File: src/hw/rtl/lsdso_pkg.sv
// ----------------------------------------------------------------------------
// LIFO stack package
// Operation and status codes and the field layout of the stream beats.
// ----------------------------------------------------------------------------
package lsdso_pkg;

   localparam int KIND_W      = 3;
   localparam int VALUE_W     = 32;
   localparam int STATUS_W    = 2;
   localparam int COUNT_W     = 7;
   localparam int REQ_TDATA_W = 32;
   localparam int REQ_TUSER_W = 3;
   localparam int RSP_TDATA_W = 48;

   localparam int POPPED_LSB = 0;
   localparam int STATUS_LSB = POPPED_LSB + VALUE_W;
   localparam int COUNT_LSB  = STATUS_LSB + STATUS_W;
   localparam int RSP_USED_W = COUNT_LSB + COUNT_W;

   typedef enum logic [KIND_W-1:0] {
      KIND_PUSH = 3'd0,
      KIND_POP  = 3'd1,
      KIND_DUP  = 3'd2,
      KIND_SWAP = 3'd3,
      KIND_OVER = 3'd4,
      KIND_DROP = 3'd5
   } kind_type;

   typedef enum logic [STATUS_W-1:0] {
      ST_OK    = 2'd0,
      ST_UNDER = 2'd1,
      ST_OVER  = 2'd2
   } status_type;

endpackage

File: src/hw/rtl/lifo_stack_with_dup_swap_over.sv
// ----------------------------------------------------------------------------
// LIFO stack with dup, swap, over and drop
// Fixed-depth stack of data words driven by one operation per request beat.
// ----------------------------------------------------------------------------
// The block takes one request beat per clock unless a stalled response holds
// it back; each gets one response beat, at full rate for any mix of
// operations. The top two elements live in registers and the element below
// them is prefetched from the stack memory every cycle into a third register,
// so that every operation, swap and pop included, is settled by one pass of
// logic between the request register and the response register; the single
// memory write port only takes the element that a push, dup or over moves down.
// Errors leave the stack untouched, and underflow is reported before overflow.
module lifo_stack_with_dup_swap_over #(
   parameter int DEPTH      = 64,
   parameter int DATA_WIDTH = 32
) (
   input  logic                                clock,
   input  logic                                reset,
   input  logic                                req_tvalid,
   output logic                                req_tready,
   // push_value[31:0]
   input  logic [lsdso_pkg::REQ_TDATA_W-1:0]  req_tdata,
   // kind[2:0]
   input  logic [lsdso_pkg::REQ_TUSER_W-1:0]  req_tuser,
   output logic                                rsp_tvalid,
   input  logic                                rsp_tready,
   // popped_value[31:0], status[33:32], count[40:34], zero[47:41]
   output logic [lsdso_pkg::RSP_TDATA_W-1:0]  rsp_tdata
);

   import lsdso_pkg::*;

   localparam int AW = (DEPTH > 1) ? $clog2(DEPTH) : 1;
   localparam int CW = $clog2(DEPTH + 1);

   logic                  in_valid_ff;
   logic [KIND_W-1:0]     in_kind_ff;
   logic [DATA_WIDTH-1:0] in_value_ff;
   logic [DATA_WIDTH+VALUE_W-1:0] value_ext;

   logic [CW-1:0]         cnt_ff;
   logic [CW-1:0]         cnt_in;
   logic [DATA_WIDTH-1:0] top_ff;
   logic [DATA_WIDTH-1:0] top_in;
   logic [DATA_WIDTH-1:0] second_ff;
   logic [DATA_WIDTH-1:0] second_in;
   logic [DATA_WIDTH-1:0] third_ff;
   logic [DATA_WIDTH-1:0] mem [DEPTH];

   logic                  advance;
   logic                  spill;
   logic                  mem_we;
   logic [CW-1:0]         wr_cnt;
   logic [CW-1:0]         rd_base;
   logic [CW-1:0]         rd_cnt;
   logic [AW-1:0]         mem_waddr;
   logic [AW-1:0]         mem_raddr;

   logic                  is_empty;
   logic                  is_full;
   logic                  lt_two;
   status_type            status;
   logic [DATA_WIDTH-1:0] popped_word;
   logic [DATA_WIDTH+VALUE_W-1:0] popped_ext;
   logic [CW+COUNT_W-1:0] count_ext;

   logic                  rsp_valid_ff;
   logic [VALUE_W-1:0]    rsp_popped_ff;
   status_type            rsp_status_ff;
   logic [COUNT_W-1:0]    rsp_count_ff;

   assign advance    = in_valid_ff && (!rsp_valid_ff || rsp_tready);
   assign req_tready = !in_valid_ff || advance;
   assign value_ext  = {{DATA_WIDTH{1'b0}}, req_tdata[VALUE_W-1:0]};

   always_ff @(posedge clock) begin
      if (reset) begin
         in_valid_ff <= 1'b0;
      end else if (req_tready) begin
         in_valid_ff <= req_tvalid;
      end
      if (req_tvalid && req_tready) begin
         in_kind_ff  <= req_tuser[KIND_W-1:0];
         in_value_ff <= value_ext[DATA_WIDTH-1:0];
      end
   end

   assign is_empty = (cnt_ff == '0);
   assign is_full  = (cnt_ff == CW'(DEPTH));
   assign lt_two   = (cnt_ff < CW'(2));

   always_comb begin
      cnt_in      = cnt_ff;
      top_in      = top_ff;
      second_in   = second_ff;
      status      = ST_OK;
      popped_word = '0;
      spill       = 1'b0;
      case (kind_type'(in_kind_ff))
         KIND_PUSH: begin
            if (is_full) begin
               status = ST_OVER;
            end else begin
               top_in    = in_value_ff;
               second_in = top_ff;
               spill     = 1'b1;
               cnt_in    = cnt_ff + CW'(1);
            end
         end
         KIND_POP: begin
            if (is_empty) begin
               status = ST_UNDER;
            end else begin
               popped_word = top_ff;
               top_in      = second_ff;
               second_in   = third_ff;
               cnt_in      = cnt_ff - CW'(1);
            end
         end
         KIND_DUP: begin
            if (is_empty) begin
               status = ST_UNDER;
            end else if (is_full) begin
               status = ST_OVER;
            end else begin
               second_in = top_ff;
               spill     = 1'b1;
               cnt_in    = cnt_ff + CW'(1);
            end
         end
         KIND_SWAP: begin
            if (lt_two) begin
               status = ST_UNDER;
            end else begin
               top_in    = second_ff;
               second_in = top_ff;
            end
         end
         KIND_OVER: begin
            if (lt_two) begin
               status = ST_UNDER;
            end else if (is_full) begin
               status = ST_OVER;
            end else begin
               top_in    = second_ff;
               second_in = top_ff;
               spill     = 1'b1;
               cnt_in    = cnt_ff + CW'(1);
            end
         end
         KIND_DROP: begin
            if (is_empty) begin
               status = ST_UNDER;
            end else begin
               top_in    = second_ff;
               second_in = third_ff;
               cnt_in    = cnt_ff - CW'(1);
            end
         end
         default: begin
         end
      endcase
   end

   // The second element moves into memory at its own index when the stack grows.
   assign mem_we    = advance && spill && !lt_two;
   assign wr_cnt    = cnt_ff - CW'(2);
   assign mem_waddr = wr_cnt[AW-1:0];
   assign rd_base   = advance ? cnt_in : cnt_ff;
   assign rd_cnt    = rd_base - CW'(3);
   assign mem_raddr = rd_cnt[AW-1:0];

   always_ff @(posedge clock) begin
      if (mem_we) begin
         mem[mem_waddr] <= second_ff;
      end
      if (mem_we && (mem_waddr == mem_raddr)) begin
         third_ff <= second_ff;
      end else begin
         third_ff <= mem[mem_raddr];
      end
   end

   always_ff @(posedge clock) begin
      if (reset) begin
         cnt_ff <= '0;
      end else if (advance) begin
         cnt_ff <= cnt_in;
      end
      if (advance) begin
         top_ff    <= top_in;
         second_ff <= second_in;
      end
   end

   assign popped_ext = {{VALUE_W{1'b0}}, popped_word};
   assign count_ext  = {{COUNT_W{1'b0}}, cnt_in};

   always_ff @(posedge clock) begin
      if (reset) begin
         rsp_valid_ff <= 1'b0;
      end else if (advance) begin
         rsp_valid_ff <= 1'b1;
      end else if (rsp_tready) begin
         rsp_valid_ff <= 1'b0;
      end
      if (advance) begin
         rsp_popped_ff <= popped_ext[VALUE_W-1:0];
         rsp_status_ff <= status;
         rsp_count_ff  <= count_ext[COUNT_W-1:0];
      end
   end

   assign rsp_tvalid = rsp_valid_ff;
   assign rsp_tdata  = {(RSP_TDATA_W - RSP_USED_W)'(0), rsp_count_ff, rsp_status_ff,
                        rsp_popped_ff};

endmodule

File: config.mk
export PLATFORM = sky130hd
export DESIGN_NAME = lifo_stack_with_dup_swap_over
export DESIGN_NICKNAME = d
export VERILOG_FILES = /design/src/hw/rtl/lsdso_pkg.sv /design/src/hw/rtl/lifo_stack_with_dup_swap_over.sv
export SDC_FILE = /design/constraint.sdc
export NUM_CORES = 2
export LEC_CHECK = 0
export BUFFER_PORTS_ARGS = -buffer_cell sky130_fd_sc_hd__clkbuf_2
export CORE_MARGIN = 2
export CORE_UTILIZATION = 30
export DETAILED_ROUTE_END_ITERATION = 10
export GPL_TIMING_DRIVEN = 0
export PLACE_DENSITY_LB_ADDON = 0.3
export SYNTH_ARGS = -nofsm -noshare
export SYNTH_HDL_FRONTEND = slang
export SYNTH_SLANG_ARGS = --single-unit
File: constraint.sdc
create_clock -name clock -period 5.5 [get_ports clock]
set_clock_uncertainty 0.05 [all_clocks]
set_input_delay 0.825 -clock clock [delete_from_list [all_inputs] [get_ports clock]]
set_output_delay 0.825 -clock clock [all_outputs]
set_load 0.1 [all_outputs]
After elaboration in Yosys (flattened, before gate mapping)
Memories as Yosys holds them, arrays and structs flattened. A register that Yosys moved wholly into a read port is not among the register bits.
Index checks and enable logic that the tools add are counted.
- add/subtract/negate cells: 4
- $mul: 0
- div/mod/pow operators: 0
- $lt $le $gt $ge: 1
- eq/ne operators: 12
- shift operators: 0
- multiplexer cells: 32
- bitwise gates (word level): 1
- reduce and logical (&&, ||, !) cells: 18
- operators by type and width (operator ; count):
    32-bit two-way mux ; 10
    32-bit case mux with 5 select lines ; 1
    32-bit case mux with 4 select lines ; 1
    7-bit two-way mux ; 5
    7-bit case mux with 4 select lines ; 1
    2-bit inequality test (second input constant) ; 6
    6-bit by 2-bit subtractor with 6-bit output (second input constant) ; 2
    2-bit case mux with 5 select lines ; 1
    1-bit two-way mux ; 9
    7-bit by 1-bit adder with 7-bit output (second input constant) ; 1
    7-bit == test (second input constant) ; 1
    7-bit zero test ; 1
    7-bit by 2-bit less-than comparator with 1-bit output (second input constant) ; 1
    7-bit AND reduction ; 1
    7-bit by 1-bit subtractor with 7-bit output (second input constant) ; 1
    3-bit by 2-bit == test with 1-bit output (second input constant) ; 2
    3-bit == test (second input constant) ; 2
    2-bit two-way mux ; 3
    6-bit AND reduction ; 1
    5-bit nonzero test ; 1
    1-bit logical AND ; 4
    4-bit nonzero test ; 1
    2-bit OR reduction ; 2
    3-bit by 1-bit == test with 1-bit output (second input constant) ; 1
    6 further kinds ; 9
- flip-flop bits (word level): 149
- latch bits: 0
- bits in writable memories: 2048
- memory bits (read-only): 0
- bits of input ports: 39
- output and inout port bits: 50
- logic and storage cells: 79
- memories kept: 1
- memory list (name ; words ; bits a word ; read ports ; clocked after Yosys merged registers in ; write ports ; line ; RTL):
    mem ; 64 ; 32 ; 1 ; 1 ; 1 ; lifo_stack_with_dup_swap_over.sv:48 ; logic [DATA_WIDTH-1:0] mem [DEPTH];

Logic depth before layout (Yosys ltp)
- depth after elaboration: 8
- gate-level depth with buffers: 12

Least setup slack after synthesis
OpenSTA, ideal clock, no wires.
- path type: in2reg
- start: in rsp_tready
- end: reg second_ff[0], enable pin
- data arrival time: 4.375 ns
- slack: 0.605 ns
- cell stages on the path: 5
- path buffers: 0
- path through: nand2b_1 > nand2_1 > inv_2 > o21ai_0 > a211oi_1
- cells in the longest elaborated chain, start to end: 3
- ends and longest elaborated chain (item ; line ; RTL):
    start: declaration ; lifo_stack_with_dup_swap_over.sv:26 ; input logic rsp_tready,
    1-bit logical OR ; lifo_stack_with_dup_swap_over.sv:72 ; assign advance = in_valid_ff && (!rsp_valid_ff || rsp_tready);
    1-bit logical AND ; lifo_stack_with_dup_swap_over.sv:72 ;
    named net advance ; lifo_stack_with_dup_swap_over.sv:50 ; logic advance;
    6-bit AND reduction (no line) ; - ;
    end signal: assignment ; lifo_stack_with_dup_swap_over.sv:192 ; second_ff <= second_in;
    end: declaration ; lifo_stack_with_dup_swap_over.sv:45 ; logic [DATA_WIDTH-1:0] second_ff;
The timed path passes the listed nets, and every way through them passes these cells.
A chain may end at the register's enable or synchronous reset.

Worst setup path after layout
- start: reg rsp_valid_ff (netlist: rsp_tvalid)
- end: mem mem[60][30], enable pin
- cells in the longest elaborated chain, start to end: 7
- ends and longest elaborated chain (item ; line ; RTL):
    start: declaration ; lifo_stack_with_dup_swap_over.sv:67 ; logic rsp_valid_ff;
    start signal: assignment ; lifo_stack_with_dup_swap_over.sv:201 ; rsp_valid_ff <= 1'b0;
    start signal: assignment ; lifo_stack_with_dup_swap_over.sv:203 ; rsp_valid_ff <= 1'b1;
    start signal: assignment ; lifo_stack_with_dup_swap_over.sv:205 ; rsp_valid_ff <= 1'b0;
    1-bit zero test ; lifo_stack_with_dup_swap_over.sv:72 ;
    1-bit logical OR ; lifo_stack_with_dup_swap_over.sv:72 ;
    1-bit logical AND ; lifo_stack_with_dup_swap_over.sv:72 ;
    named net advance ; lifo_stack_with_dup_swap_over.sv:50 ;
    1-bit logical AND (2 in series) ; lifo_stack_with_dup_swap_over.sv:166 ; assign mem_we = advance && spill && !lt_two;
    1-bit two-way mux ; lifo_stack_with_dup_swap_over.sv:174 ; if (mem_we) begin
    1-bit two-way mux (implied by the code) ; lifo_stack_with_dup_swap_over.sv:175 ; mem[mem_waddr] <= second_ff;
    end: declaration ; lifo_stack_with_dup_swap_over.sv:48 ;
The timed path passes the listed nets, and every way through them passes these cells.

==> impl_metrics.json <==
{
  "dieArea_um2": 284900,
  "tns_ns": 0,
  "cts_resized": 0,
  "cts_max_level": 4,
  "clk_path_buf_depth": 3,
  "cp.required_ns": 5.99,
  "synth_edf_count": 2188,
  "dp_hpwl_um": 147800,
  "reg2reg_slack_ns": 0.71,
  "crit_family": "simple AND/OR/NAND/NOR gates",
  "post-route-min-period_ns": 4.791,
  "area_growth_pct": 18.73,
  "vdd_drop_max_uv": 370.2,
  "maxCapViolCount": 0,
  "ioPinCount": 89,
  "wire_per_inst_um": 28.52,
  "outcome": "completed",
  "grt_pass1_vias": 40030,
  "drv_slew": 0,
  "register_area_um2": 66000,
  "path_buf_inv": 2,
  "cp_common_cell": "nand3_1",
  "finalNetCount": 3952,
  "synth_top_cell_by_area": "edfxtp_1",
  "tightest_slew_ns": 1.377,
  "drtPass1Iterations": 5,
  "vias_per_cell": 5.011,
  "synth.top_cell.area_share": 0.7804,
  "grt_max_degree": 51,
  "crit_arrival_ns": 5.28,
  "worstHoldPathType": "input port to register",
  "cts_sinks": 2203,
  "critPathLaunchType": "register",
  "initial_utilization": 0.3016,
  "crit_start": "rsp_tvalid",
  "place_inst": 7416,
  "avgSynthCellArea_um2": 24.31,
  "syn_inst": 3463,
  "rows": 194,
  "drive_gt1_frac": 0.3343,
  "multiInputGateArea_um2": 17880,
  "antenna_found_initial": 14,
  "die_w_um": 533.7,
  "synthTopCellsByArea": "edfxtp_1 (78%), mux4_2 (17%), mux2_2 (0.86%), clkbuf_1 (0.44%), mux2i_1 (0.43%)",
  "setup_viol": 0,
  "nFillCells": 25460,
  "cp_max_fo": 50,
  "yosysUniqueCellTypes": 56,
  "whs_ns": 0.09346,
  "io_buffers": 81,
  "coreArea_um2": 279100,
  "gr-total-overflow": 0,
  "post-route-period-util": 0.8710,
  "cp.depth": 8,
  "cts_buffers": 216,
  "cts_tree": "yes",
  "total_power_w": 0.03488,
  "rr_endpoint": "mem[60][30]",
  "power.density_nw_per_um2": 349.0,
  "reg2reg_from": "rsp_tvalid",
  "async_flop_share": 0,
  "synth_warnings": 0,
  "critPathSlowestCell": "nor2_4",
  "end_kind": "register",
  "synth_common_cells": "edfxtp_1 (2188), mux4_2 (640), clkbuf_1 (99)",
  "die-height_um": 533.7,
  "place_congestion": 0.8538,
  "post-synth-top-count-cell": "edfxtp_1",
  "ys_dominant_reg_cell": "edfxtp_1",
  "instances_no_fill": 7825,
  "dr.first_iter.drc_count": 4476,
  "via_count": 39210,
  "yosysSeqAreaShare": 0.7840,
  "holdBufCountCts": 0,
  "utilization": 0.3581,
  "max_slew_margin": 0.08193,
  "crit_path_cell_trace": "nand2b_1 -> nand2_1 -> inv_2 -> nand3_1 -> nor2_1 -> nand3_1 -> nor2_4 -> buf_12",
  "drc": 0,
  "rsz0062_at_grt": "no",
  "path_class": "register to register",
  "ant_nets": 0,
  "power.leakage_nw": 30.88,
  "grt_pass1_wl_um": 312900,
  "wirelength_um": 223200,
  "insertion_delay_ns": 0.85,
  "slowest_delay_ns": 1.06,
  "root_buffer": "clkbuf_16",
  "ys_seq_elements": 2203,
  "grt_usage": 0.1552,
  "post-cts-setup-buffers": 0,
  "max_freq_mhz": 208.7,
  "hold_viol": 0,
  "clk_pin_slew_worst_paths_ns": 0.06,
  "crit_path_end": "mem[60][30]",
  "r2r_cells": 8,
  "netlist_area_um2": 84190
}
## state kept, by name, summed over array words and instances, names as in the netlist, named ones only
| signal | count |
|---|---|
| mem | 2048 |
| in_value_ff | 32 |
| rsp_popped_ff | 32 |
| second_ff | 32 |
| top_ff | 32 |
| cnt_ff | 7 |
| rsp_count_ff | 7 |
| in_kind_ff | 3 |
| rsp_status_ff | 2 |
| in_valid_ff | 1 |
| rsp_tvalid | 1 |
## metal layers
metal	GRT usage	up-vias	share of wire
met3	0.02809	330	0.058
met1	0.2077	21710	0.42
met4	0.05263	2	0.035
met5	0	-	0.000058
li1	-	15900	-
met2	0.2549	1267	0.49
## cells in the final DEF (no fill, tap or decap), types with 4 or more instances in the layout
cell,instances
edfxtp_1,2188
mux4_2,640
clkbuf_16,217
clkbuf_1,150
clkbuf_2,85
buf_16,76
mux2_2,64
nor2_4,64
buf_12,59
buf_2,55
clkinv_1,52
clkinv_2,45
nor3_1,36
mux2i_1,36
and2_1,36
a221o_1,32
nor2_1,30
nand2_1,26
buf_1,25
bufinv_16,16
a21oi_1,15
dfxtp_1,15
buf_4,13
o21ai_0,9
nor2b_1,8
clkinv_8,8
nand3_1,7
inv_1,7
conb_1,7
diode_2,6
a31oi_1,5
clkinvlp_4,5
nand2b_1,4
o211ai_1,4
buf_8,4
## layout make-up
cell class              count  share of cell area
clock inverters           131             0.01152
inverters                   9           0.0003380
flip-flops and latches   2203              0.6603
plain buffers             189            0.008211
multi-input cells        1068              0.1788
well taps                3724             0.04661
clock buffers             272             0.05639
diodes                      6           0.0001502
repair buffers            223             0.03763
## cells by family (layout without fill, tap and decap cells)
kind of cell | count (synthesis) | count (layout) | share of synthesized area
simple gates | 226 | 226 | 0.01281
compound gates | 88 | 88 | 0.008144
mux | 740 | 740 | 0.1841
other cells | 1 | 13 | 0.00004454
xor+xnor | 4 | 4 | 0.0004162
flops | 2203 | 2203 | 0.7840
fa+ha+maj | 3 | 3 | 0.0004459
buf+inv | 198 | 824 | 0.01009
## power breakdown
part           leakage, nW  internal (W)  switching (W)
sequential            19.8        0.0184      0.0000758
clock                 3.32       0.00801        0.00635
combinational         7.72      0.000877        0.00116
total                 30.9        0.0273        0.00758
## per-stage QoR
| step | worst slack [ns] | area (µm²) |
|---|---|---|
| 3_5_place_dp | 0.1522 | 93150 |
| 2_1_floorplan | 0.6048 | 84210 |
| 6_report | 0.7093 | 99960 |
| 4_1_cts | 0.7393 | 99940 |
| 3_3_place_gp | -2.567 | 89280 |
| 5_1_grt | 0.5131 | 99950 |
## worst min path at each step
stage	to	cells past startpoint	startpoint
final	in_value_ff[21]	1	req_tdata[21]
after global routing	in_kind_ff[2]	1	req_tuser[2]
after CTS	in_kind_ff[2]	1	req_tuser[2]
after detailed placement	rsp_tvalid	2	in_valid_ff
after global placement	rsp_tvalid	2	in_valid_ff
after floorplan	rsp_tvalid	2	in_valid_ff
No activity file was read; power rests on OpenSTA's default activity.
